$ cat src/design/ntwa_pkg.sv
// Shared types and codes for the neighbor table with aging.
package ntwa_pkg;

	// Item kinds.
	localparam logic [2:0] KIND_REGISTER = 3'd0;
	localparam logic [2:0] KIND_SWEEP    = 3'd1;
	localparam logic [2:0] KIND_FIND     = 3'd2;
	localparam logic [2:0] KIND_READ     = 3'd3;
	localparam logic [2:0] KIND_MARK     = 3'd4;
	localparam logic [2:0] KIND_CLEAR    = 3'd5;

	// Result status codes.
	localparam logic [1:0] STAT_OK       = 2'd0;
	localparam logic [1:0] STAT_NEW      = 2'd1;
	localparam logic [1:0] STAT_FULL     = 2'd2;
	localparam logic [1:0] STAT_NOTFOUND = 2'd3;

	// Timeout register value after reset, in milliseconds.
	localparam logic [31:0] TIMEOUT_RESET = 32'd10000;

	// One table entry as it sits in the entry memory.
	typedef struct packed {
		logic [7:0]  id;
		logic [47:0] mac;
		logic        relay;
		logic [7:0]  rssi;
		logic [31:0] last_seen;
		logic        auth;
	} entry_t;

	// Flags from the shared compare unit.
	typedef struct packed {
		logic id_hit;
		logic expired;
	} match_t;

	// Sequencer states.
	typedef enum logic [1:0] {
		S_IDLE,
		S_READ,
		S_CHECK,
		S_FINISH
	} state_t;

endpackage

$ cat src/design/ntwa_match_unit.sv
// Shared compare unit: id match and 32-bit wrapping age against the timeout.
module ntwa_match_unit (
	input  ntwa_pkg::entry_t ent,
	input  logic [7:0]       id,
	input  logic [31:0]      now_ms,
	input  logic [31:0]      timeout_ms,
	output ntwa_pkg::match_t match
);

	logic [31:0] age;

	// Age wraps modulo 2^32; an entry expires when its age is strictly above the timeout.
	always_comb begin
		age           = now_ms - ent.last_seen;
		match.expired = (age > timeout_ms);
		match.id_hit  = (ent.id == id);
	end

endmodule

$ cat src/design/neighbor_table_with_aging_unit.sv
// Neighbor table with timeout aging: sequencer, entry memory and result register.
//
//  channel | signals                              | handshake
//  --------+--------------------------------------+-------------------------------
//  input   | kind now_ms node_id node_mac ...      | in_valid / in_ready
//  result  | status entry_count found_* removed_*  | out_valid / out_ready
//  config  | cfg_wr_data (timeout_ms)              | cfg_wr_en, written at once
//
// Each entry visited takes a memory read state and a compare state, through the single
// read port of the entry memory. Register, find and mark visit entries up to the first id
// hit, a sweep visits every entry, read by index visits one entry (none on a miss), and
// clear and the unused kinds visit none.
// Reset clears the entry count and the sequencer; the entry memory is not cleared.
// The result is held in an output register; a stalled result holds the sequencer in its
// last state, while a new item is taken as soon as the previous result is registered.
module neighbor_table_with_aging_unit #(
	parameter int MAX_ENTRIES = 16
) (
	input  logic              clk,
	input  logic              arst_n,
	// configuration
	input  logic              cfg_wr_en,
	input  logic [31:0]       cfg_wr_data,
	// input item
	input  logic              in_valid,
	output logic              in_ready,
	input  logic [2:0]        kind,
	input  logic [31:0]       now_ms,
	input  logic [7:0]        node_id,
	input  logic [47:0]       node_mac,
	input  logic              relay_on,
	input  logic signed [7:0] signal_rssi,
	input  logic [3:0]        entry_index,
	// result item
	output logic              out_valid,
	input  logic              out_ready,
	output logic [1:0]        status,
	output logic [4:0]        entry_count,
	output logic [7:0]        found_id,
	output logic [47:0]       found_mac,
	output logic              found_relay,
	output logic signed [7:0] found_rssi,
	output logic [31:0]       found_last_seen,
	output logic              found_authenticated,
	output logic [4:0]        removed_count
);

	localparam int CW = $clog2(MAX_ENTRIES + 1);
	localparam int AW = (MAX_ENTRIES > 1) ? $clog2(MAX_ENTRIES) : 1;
	localparam int XW = (CW > 4) ? CW : 4;

	ntwa_pkg::state_t state_q, state_d;

	logic [31:0]       timeout_q;
	logic [CW-1:0]     count_q;
	logic [CW-1:0]     scan_q;
	logic [CW-1:0]     wr_ptr_q;
	logic [CW-1:0]     removed_q;
	logic              hit_q;
	logic [2:0]        kind_q;
	logic [31:0]       now_q;
	logic [7:0]        id_q;
	logic [47:0]       mac_q;
	logic              relay_q;
	logic [7:0]        rssi_q;

	ntwa_pkg::entry_t  mem [MAX_ENTRIES];
	ntwa_pkg::entry_t  rd_data_q;
	ntwa_pkg::entry_t  mem_wdata;
	logic [AW-1:0]     mem_waddr;
	logic              mem_we;
	logic              rd_en;
	ntwa_pkg::match_t  match;

	logic              accept;
	logic              check_phase;
	logic              fin_phase;
	logic              fin_go;
	logic              is_full;
	logic              is_last;
	logic [CW-1:0]     scan_nx;
	logic [XW-1:0]     idx_x;
	logic              idx_in_range;
	logic              start_scan;

	logic [1:0]        res_status;
	logic [CW-1:0]     res_count;
	logic              res_show;

	logic              out_valid_q;
	logic [1:0]        status_q;
	logic [4:0]        entry_count_q;
	ntwa_pkg::entry_t  found_q;
	logic [4:0]        removed_count_q;

	// Shared compare unit on the entry just read.
	ntwa_match_unit u_match (
		.ent        (rd_data_q),
		.id         (id_q),
		.now_ms     (now_q),
		.timeout_ms (timeout_q),
		.match      (match)
	);

	// Helper terms for the sequencer.
	always_comb begin
		idx_x        = XW'(entry_index);
		idx_in_range = (idx_x < XW'(count_q));
		scan_nx      = scan_q + 1'b1;
		is_last      = (scan_nx == count_q);
		is_full      = (count_q == CW'(MAX_ENTRIES));
		accept       = in_valid && in_ready;
		fin_go       = fin_phase && (!out_valid_q || out_ready);
		case (kind)
			ntwa_pkg::KIND_REGISTER,
			ntwa_pkg::KIND_SWEEP,
			ntwa_pkg::KIND_FIND,
			ntwa_pkg::KIND_MARK: start_scan = (count_q != '0);
			ntwa_pkg::KIND_READ: start_scan = idx_in_range;
			default:             start_scan = 1'b0;
		endcase
	end

	// Next state.
	always_comb begin
		state_d = state_q;
		case (state_q)
			ntwa_pkg::S_IDLE: begin
				if (accept) begin
					state_d = start_scan ? ntwa_pkg::S_READ : ntwa_pkg::S_FINISH;
				end
			end
			ntwa_pkg::S_READ: begin
				state_d = ntwa_pkg::S_CHECK;
			end
			ntwa_pkg::S_CHECK: begin
				case (kind_q)
					ntwa_pkg::KIND_SWEEP: begin
						state_d = is_last ? ntwa_pkg::S_FINISH : ntwa_pkg::S_READ;
					end
					ntwa_pkg::KIND_READ: begin
						state_d = ntwa_pkg::S_FINISH;
					end
					default: begin
						state_d = (match.id_hit || is_last) ? ntwa_pkg::S_FINISH
						                                    : ntwa_pkg::S_READ;
					end
				endcase
			end
			ntwa_pkg::S_FINISH: begin
				if (fin_go) begin
					state_d = ntwa_pkg::S_IDLE;
				end
			end
			default: begin
				state_d = ntwa_pkg::S_IDLE;
			end
		endcase
	end

	// Sequencer outputs.
	always_comb begin
		in_ready    = 1'b0;
		rd_en       = 1'b0;
		check_phase = 1'b0;
		fin_phase   = 1'b0;
		case (state_q)
			ntwa_pkg::S_IDLE:   in_ready    = 1'b1;
			ntwa_pkg::S_READ:   rd_en       = 1'b1;
			ntwa_pkg::S_CHECK:  check_phase = 1'b1;
			ntwa_pkg::S_FINISH: fin_phase   = 1'b1;
			default:            in_ready    = 1'b0;
		endcase
	end

	// State and configuration registers.
	always_ff @(posedge clk or negedge arst_n) begin
		if (!arst_n) begin
			state_q   <= ntwa_pkg::S_IDLE;
			timeout_q <= ntwa_pkg::TIMEOUT_RESET;
		end else begin
			state_q <= state_d;
			if (cfg_wr_en) begin
				timeout_q <= cfg_wr_data;
			end
		end
	end

	// Item fields and scan counters.
	always_ff @(posedge clk or negedge arst_n) begin
		if (!arst_n) begin
			scan_q    <= '0;
			wr_ptr_q  <= '0;
			removed_q <= '0;
			hit_q     <= 1'b0;
			kind_q    <= ntwa_pkg::KIND_CLEAR;
		end else if (accept) begin
			scan_q    <= (kind == ntwa_pkg::KIND_READ && idx_in_range) ? CW'(idx_x) : '0;
			wr_ptr_q  <= '0;
			removed_q <= '0;
			hit_q     <= 1'b0;
			kind_q    <= kind;
		end else if (check_phase) begin
			case (kind_q)
				ntwa_pkg::KIND_SWEEP: begin
					if (match.expired) begin
						removed_q <= removed_q + 1'b1;
					end else begin
						wr_ptr_q <= wr_ptr_q + 1'b1;
					end
					scan_q <= scan_nx;
				end
				ntwa_pkg::KIND_READ: begin
					hit_q <= 1'b1;
				end
				default: begin
					if (match.id_hit) begin
						hit_q <= 1'b1;
					end else begin
						scan_q <= scan_nx;
					end
				end
			endcase
		end
	end

	// Payload of the accepted item.
	always_ff @(posedge clk) begin
		if (accept) begin
			now_q   <= now_ms;
			id_q    <= node_id;
			mac_q   <= node_mac;
			relay_q <= relay_on;
			rssi_q  <= signal_rssi;
		end
	end

	// Memory write port: compaction during a sweep, new entry or update on register, or mark at the end.
	always_comb begin
		mem_we    = 1'b0;
		mem_waddr = scan_q[AW-1:0];
		mem_wdata = rd_data_q;
		if (check_phase && kind_q == ntwa_pkg::KIND_SWEEP && !match.expired) begin
			mem_we    = 1'b1;
			mem_waddr = wr_ptr_q[AW-1:0];
		end else if (fin_go && kind_q == ntwa_pkg::KIND_REGISTER) begin
			mem_wdata.mac       = mac_q;
			mem_wdata.relay     = relay_q;
			mem_wdata.rssi      = rssi_q;
			mem_wdata.last_seen = now_q;
			if (hit_q) begin
				mem_we = 1'b1;
			end else if (!is_full) begin
				mem_we         = 1'b1;
				mem_waddr      = count_q[AW-1:0];
				mem_wdata.id   = id_q;
				mem_wdata.auth = 1'b0;
			end
		end else if (fin_go && kind_q == ntwa_pkg::KIND_MARK && hit_q) begin
			mem_we         = 1'b1;
			mem_wdata.auth = 1'b1;
		end
	end

	// Entry memory with registered read.
	always_ff @(posedge clk) begin
		if (mem_we) begin
			mem[mem_waddr] <= mem_wdata;
		end
		if (rd_en) begin
			rd_data_q <= mem[scan_q[AW-1:0]];
		end
	end

	// Result of the finished item.
	always_comb begin
		res_status = ntwa_pkg::STAT_OK;
		res_count  = count_q;
		res_show   = 1'b0;
		case (kind_q)
			ntwa_pkg::KIND_REGISTER: begin
				if (hit_q) begin
					res_status = ntwa_pkg::STAT_OK;
				end else if (is_full) begin
					res_status = ntwa_pkg::STAT_FULL;
				end else begin
					res_status = ntwa_pkg::STAT_NEW;
					res_count  = count_q + 1'b1;
				end
			end
			ntwa_pkg::KIND_SWEEP: begin
				res_count = wr_ptr_q;
			end
			ntwa_pkg::KIND_FIND,
			ntwa_pkg::KIND_READ: begin
				res_status = hit_q ? ntwa_pkg::STAT_OK : ntwa_pkg::STAT_NOTFOUND;
				res_show   = hit_q;
			end
			ntwa_pkg::KIND_MARK: begin
				res_status = hit_q ? ntwa_pkg::STAT_OK : ntwa_pkg::STAT_NOTFOUND;
			end
			ntwa_pkg::KIND_CLEAR: begin
				res_count = '0;
			end
			default: begin
				res_status = ntwa_pkg::STAT_OK;
			end
		endcase
	end

	// Entry count and result valid.
	always_ff @(posedge clk or negedge arst_n) begin
		if (!arst_n) begin
			count_q     <= '0;
			out_valid_q <= 1'b0;
		end else if (fin_go) begin
			count_q     <= res_count;
			out_valid_q <= 1'b1;
		end else if (out_ready) begin
			out_valid_q <= 1'b0;
		end
	end

	// Result payload register.
	always_ff @(posedge clk) begin
		if (fin_go) begin
			status_q        <= res_status;
			entry_count_q   <= 5'(res_count);
			found_q         <= res_show ? rd_data_q : '0;
			removed_count_q <= 5'(removed_q);
		end
	end

	assign out_valid           = out_valid_q;
	assign status              = status_q;
	assign entry_count         = entry_count_q;
	assign found_id            = found_q.id;
	assign found_mac           = found_q.mac;
	assign found_relay         = found_q.relay;
	assign found_rssi          = $signed(found_q.rssi);
	assign found_last_seen     = found_q.last_seen;
	assign found_authenticated = found_q.auth;
	assign removed_count       = removed_count_q;

endmodule

$ cat config.mk
export PLATFORM = sky130hd
export DESIGN_NAME = neighbor_table_with_aging_unit
export DESIGN_NICKNAME = d
export VERILOG_FILES = /design/src/design/ntwa_pkg.sv /design/src/design/ntwa_match_unit.sv /design/src/design/neighbor_table_with_aging_unit.sv
export SDC_FILE = /design/constraint.sdc
export NUM_CORES = 2
export LEC_CHECK = 0
export BUFFER_PORTS_ARGS = -buffer_cell sky130_fd_sc_hd__buf_2
export CAP_MARGIN = 20
export CORE_MARGIN = 2
export CORE_UTILIZATION = 55
export DETAILED_ROUTE_END_ITERATION = 16
export PLACE_DENSITY = 0.83
export SYNTH_ARGS = -nofsm -noshare
export SYNTH_HDL_FRONTEND = slang
export SYNTH_SLANG_ARGS = --single-unit
$ cat constraint.sdc
create_clock -name clk -period 20.9 [get_ports clk]
set_input_delay 0 -clock clk [delete_from_list [all_inputs] [get_ports clk]]
set_output_delay 0 -clock clk [all_outputs]
set_load 0.01 [all_outputs]
==> qor.log <==
INFO  routing        detail_route.vias_per_cell=6.68
INFO  critical_path  critical_path.max_stage_delay=0.89ns
INFO  job            max_cap_violations=0
INFO  synthesis      synth.avg_cell_area=21.5squm
INFO  routing        post_drt_wl_per_cell=34.1um
INFO  clocking       clock_tree.htree_level_count=4
INFO  die            die_y=374um
INFO  timing         setup_total_negative_slack=0ns
INFO  global_route   antenna_found_initial=10
INFO  synthesis      yosys_warnings=0
INFO  timing         hold_viol=0
INFO  power          p_sw=3.75mW
INFO  power          power.share.sequential=44.6%
INFO  global_route   gr-total-overflow=0
INFO  placement      place_congestion=0.834
INFO  timing         count_of_final_max_slew_check_failures=0
INFO  finish         final_cell_mix=sky130_fd_sc_hd__edfxtp_1, sky130_fd_sc_hd__mux4_2, sky130_fd_sc_hd__dlygate4sd3_1
INFO  die            fp.coreArea=136000squm
INFO  power          share_comb_of_total_power=27.1%
INFO  hold_path      hold-path-endpoint=kind_q[2]$_DFFE_PN1P_
INFO  critical_path  worst_r2r_end=mem[4][91]$_DFFE_PP_
INFO  critical_path  crit_slowest_cell=sky130_fd_sc_hd__buf_4
INFO  synthesis      synth-edff-count=1873
INFO  hold_path      worst_hold_path_type=input port to flip-flop
INFO  placement      placement.io_buffers=252
INFO  critical_path  worstPathMaxFanout=53
INFO  synthesis      synth_sequential_area_ratio=76.5%
INFO  critical_path  worst-setup-path-type=flip-flop to flip-flop
INFO  clocking       clk_root_buffer_cell=sky130_fd_sc_hd__clkbuf_16
INFO  timing         layout_worst_path_cycle_share=36.3%
INFO  timing         fin_skew=0.0482ns
INFO  global_route   via_count_of_the_first_global_routing_pass=42542
INFO  die            fp_rows=135
INFO  critical_path  r2r_start=rd_data_q[2]$_DFFE_PP_
INFO  synthesis      synth_top_area_share=74.6%
INFO  critical_path  critical_path.startpoint_type=flip-flop
INFO  clocking       tritoncts=done
INFO  timing         worstMarginPinSlew=1.17ns
INFO  critical_path  ff2ff_setup_slack=13.30ns
INFO  timing         max_clock_freq=0.132GHz
INFO  finish         post_route_cells_drive_above_1_share=28.0%
INFO  clocking       longest_clk_path_bufs=3
INFO  die            design.die.area=140000squm
INFO  routing        drc=0
INFO  hold_path      min_delay_path_depth=4
INFO  synthesis      synth-async-reset-ratio=3.05%
INFO  die            die_width=374um
INFO  global_route   first_pass_grt_wire_length=297000um
INFO  finish         nNetsFinal=4432
INFO  clocking       clkSlewWorstSetupHoldPaths=0.07ns
INFO  die            floorplan.initialDensity=55.5%
INFO  synthesis      synth_cell_type_count=72
INFO  power          power.internal=8.38mW
INFO  routing        initialDrtViolationCount=6894
INFO  synthesis      synth.largest_area_cell=sky130_fd_sc_hd__edfxtp_1
INFO  finish         core_utilization_of_the_finished_layout=65.5%
INFO  timing         slew_headroom=21.7%
INFO  finish         layout_commonest_cell=sky130_fd_sc_hd__edfxtp_1
INFO  critical_path  kind_of_capture_point_of_the_worst_setup_path=flip-flop
INFO  routing        detailed_routing_iteration_count_for_the_pre_antenna_repair_pass=10
INFO  global_route   global_route.usage.total=29.5%
INFO  synthesis      synthesis.area=75400squm
INFO  critical_path  worst-r2r-cell-count=19
INFO  routing        dr_total_vias=41120
INFO  critical_path  required=21.35ns
INFO  synthesis      synth_cells=3504
INFO  clocking       clock-sinks=1932
INFO  power          power-per-cell-area=136nW/um^2
INFO  routing        antenna_left=0
INFO  placement      detailed_place_hpwl=96200um
INFO  routing        wirelength=210000um
INFO  outcome        status=completed
INFO  synthesis      postSynthNetCount=3717
INFO  synthesis      ys_dominant_reg_cell=sky130_fd_sc_hd__edfxtp_1
INFO  timing         period_needed=7.60ns
INFO  synthesis      ys_top_cells_by_area=sky130_fd_sc_hd__edfxtp_1, sky130_fd_sc_hd__mux4_2, sky130_fd_sc_hd__dfrtp_1
INFO  critical_path  worstPathCellList=inv_1 > ha_1 > nor2b_1 > o31a_1 > o32a_1 > a2bb2oi_1 > a31oi_1 > nor3_1 > o2bb2ai_1 > ha_1 > and3_1 > nand4b_1 > and4bb_1 > o21bai_2 > nand3b_4 > or3_1 > o22ai_4 > buf_4 > buf_4
INFO  power          netSwitchingFraction=30.9%
INFO  power          power.ir.vdd_worst=0.0982mV
INFO  clocking       worstSkewPairLatency=0.86ns
INFO  critical_path  critPathArrivalTime=8.04ns
INFO  clocking       post_cts_buffers=0
INFO  clocking       cts_made_buffers=183
INFO  finish         area_delta_synth_final=17.9%
INFO  hold_path      holdCritStartpoint=kind[2]
INFO  power          power_frac_clock=28.2%
INFO  die            top_level_i_o_count=253
INFO  timing         rsz_0062_raised_after_global_routing=false
INFO  synthesis      yosys_register_bits=1932
INFO  power          leakagePower=29.1nW
INFO  global_route   grt_start_max_net_pins=111
INFO  timing         setup_viol=0
worst max path at each step:
stage	startpoint	to	slack (ns)	cells after the start
after CTS	rd_data_q[2]$_DFFE_PP_	mem[4][97]$_DFFE_PP_	13.55	19
after global routing	rd_data_q[2]$_DFFE_PP_	mem[4][95]$_DFFE_PP_	13.06	19
final	rd_data_q[2]$_DFFE_PP_	mem[4][91]$_DFFE_PP_	13.30	19
after detailed placement	now_q[1]$_DFFE_PP_	mem[4][82]$_DFFE_PP_	13.60	18
after floorplan	now_q[1]$_DFFE_PP_	mem[15][0]$_DFFE_PP_	9.17	17
after global placement	now_q[0]$_DFFE_PP_	mem[4][82]$_DFFE_PP_	13.73	21
Yosys cell counts, types with 4 or more instances:
cell type and count:
sky130_fd_sc_hd__a31oi_1 16, sky130_fd_sc_hd__dfrtp_1 52, sky130_fd_sc_hd__xnor2_1 29, sky130_fd_sc_hd__nor2b_1 9, sky130_fd_sc_hd__xor2_1 11, sky130_fd_sc_hd__or3_1 5
sky130_fd_sc_hd__inv_1 88, sky130_fd_sc_hd__o22ai_1 6, sky130_fd_sc_hd__mux2_2 71, sky130_fd_sc_hd__clkbuf_1 101, sky130_fd_sc_hd__mux2i_1 4, sky130_fd_sc_hd__buf_1 30
sky130_fd_sc_hd__a21boi_0 4, sky130_fd_sc_hd__edfxtp_1 1873, sky130_fd_sc_hd__nand2_1 116, sky130_fd_sc_hd__mux4_2 490, sky130_fd_sc_hd__o21ai_1 9, sky130_fd_sc_hd__a21o_1 19
sky130_fd_sc_hd__nand4_1 11, sky130_fd_sc_hd__nor3_1 51, sky130_fd_sc_hd__o21ai_0 92, sky130_fd_sc_hd__buf_2 29, sky130_fd_sc_hd__and2_1 72, sky130_fd_sc_hd__and3_1 6
sky130_fd_sc_hd__a211oi_1 9, sky130_fd_sc_hd__o211ai_1 7, sky130_fd_sc_hd__o31ai_1 6, sky130_fd_sc_hd__o21a_1 12, sky130_fd_sc_hd__ha_1 71, sky130_fd_sc_hd__dfstp_2 7
sky130_fd_sc_hd__a21oi_1 55, sky130_fd_sc_hd__nand3_1 17, sky130_fd_sc_hd__nor2_1 51, sky130_fd_sc_hd__o32ai_1 11, sky130_fd_sc_hd__nand2b_1 12, sky130_fd_sc_hd__a22oi_1 4
area by class of cell:
| type | instances | area (sq um) |
|---|---|---|
| Timing Repair Buffer | 694 | 5570 |
| Fill cell | 8075 | 46800 |
| Multi-Input combinational cell | 1319 | 17000 |
| Inverter | 89 | 347 |
| Clock inverter | 115 | 1300 |
| Tap cell | 1781 | 2230 |
| Sequential cell | 1932 | 57700 |
| Antenna cell | 3 | 7.51 |
| Clock buffer | 219 | 4790 |
critical path, delay by kind of cell, from the launching register on:
family	cells	cell delay, ns
DFF	1	0.36
and+or+nand+nor	7	2.34
AOI/OAI and AO/OA	7	1.98
adders and majority gates	2	0.55
buffers and inverters	3	1.76
sequential cells by signal, indices dropped and copies added (netlist names), 8 cells and up:
register and flops:
found_mac 48, timeout_q 32, now_q 32, found_last_seen 32, mac_q 48, found_id 8, mem 1568, rssi_q 8
rd_data_q 98, id_q 8, found_rssi 8
cell families after synthesis:
kind of cell    after synthesis  synth area share (%)
buf+inv                     253                  1.34
xor+xnor                     40                 0.464
simple gates                368                  2.47
flops                      1932                  76.5
mux                         565                  15.7
fa+ha+maj                    72                  1.20
compound gates              274                  2.25
power groups by stage:
stage | clock (mW) | combinational, mW | sequential (mW)
CTS | 3.40 | 3.12 | 5.41
floorplan | 0 | 2.12 | 5.38
finish | 3.43 | 3.29 | 5.42
global placement | 0 | 2.89 | 5.46
detailed placement | 0 | 2.99 | 5.47
global route | 3.57 | 3.48 | 5.43
stage by stage:
stage,hold WS [ns],power [mW],worst slack (ns),instance area [sq um],instances
after global placement,0.177,8.35,13.73,79300,5468
after CTS,0.0196,11.9,13.55,88800,6140
after floorplan,-0.296,7.50,9.17,75400,3504
final,0.0849,12.1,13.30,89000,6152
after detailed placement,0.178,8.47,13.60,79300,5468
after global routing,0.0605,12.5,13.06,89000,6150
metal layers:
metal | track usage, % | part of all wire [%]
met1 | 37.8 | 34
met2 | 48.8 | 50
met3 | 7.36 | 12
met4 | 11.7 | 4.2
met5 | 0 | 0.029
what timing repair did:
item | CTS | global route
gates resized for setup | 0 | 0
endpoints found under the setup margin | 0 | 0
hold buffers | 338 | 0
endpoints found under the hold margin | 198 | 0
No activity file was read; power rests on OpenSTA's default activity.
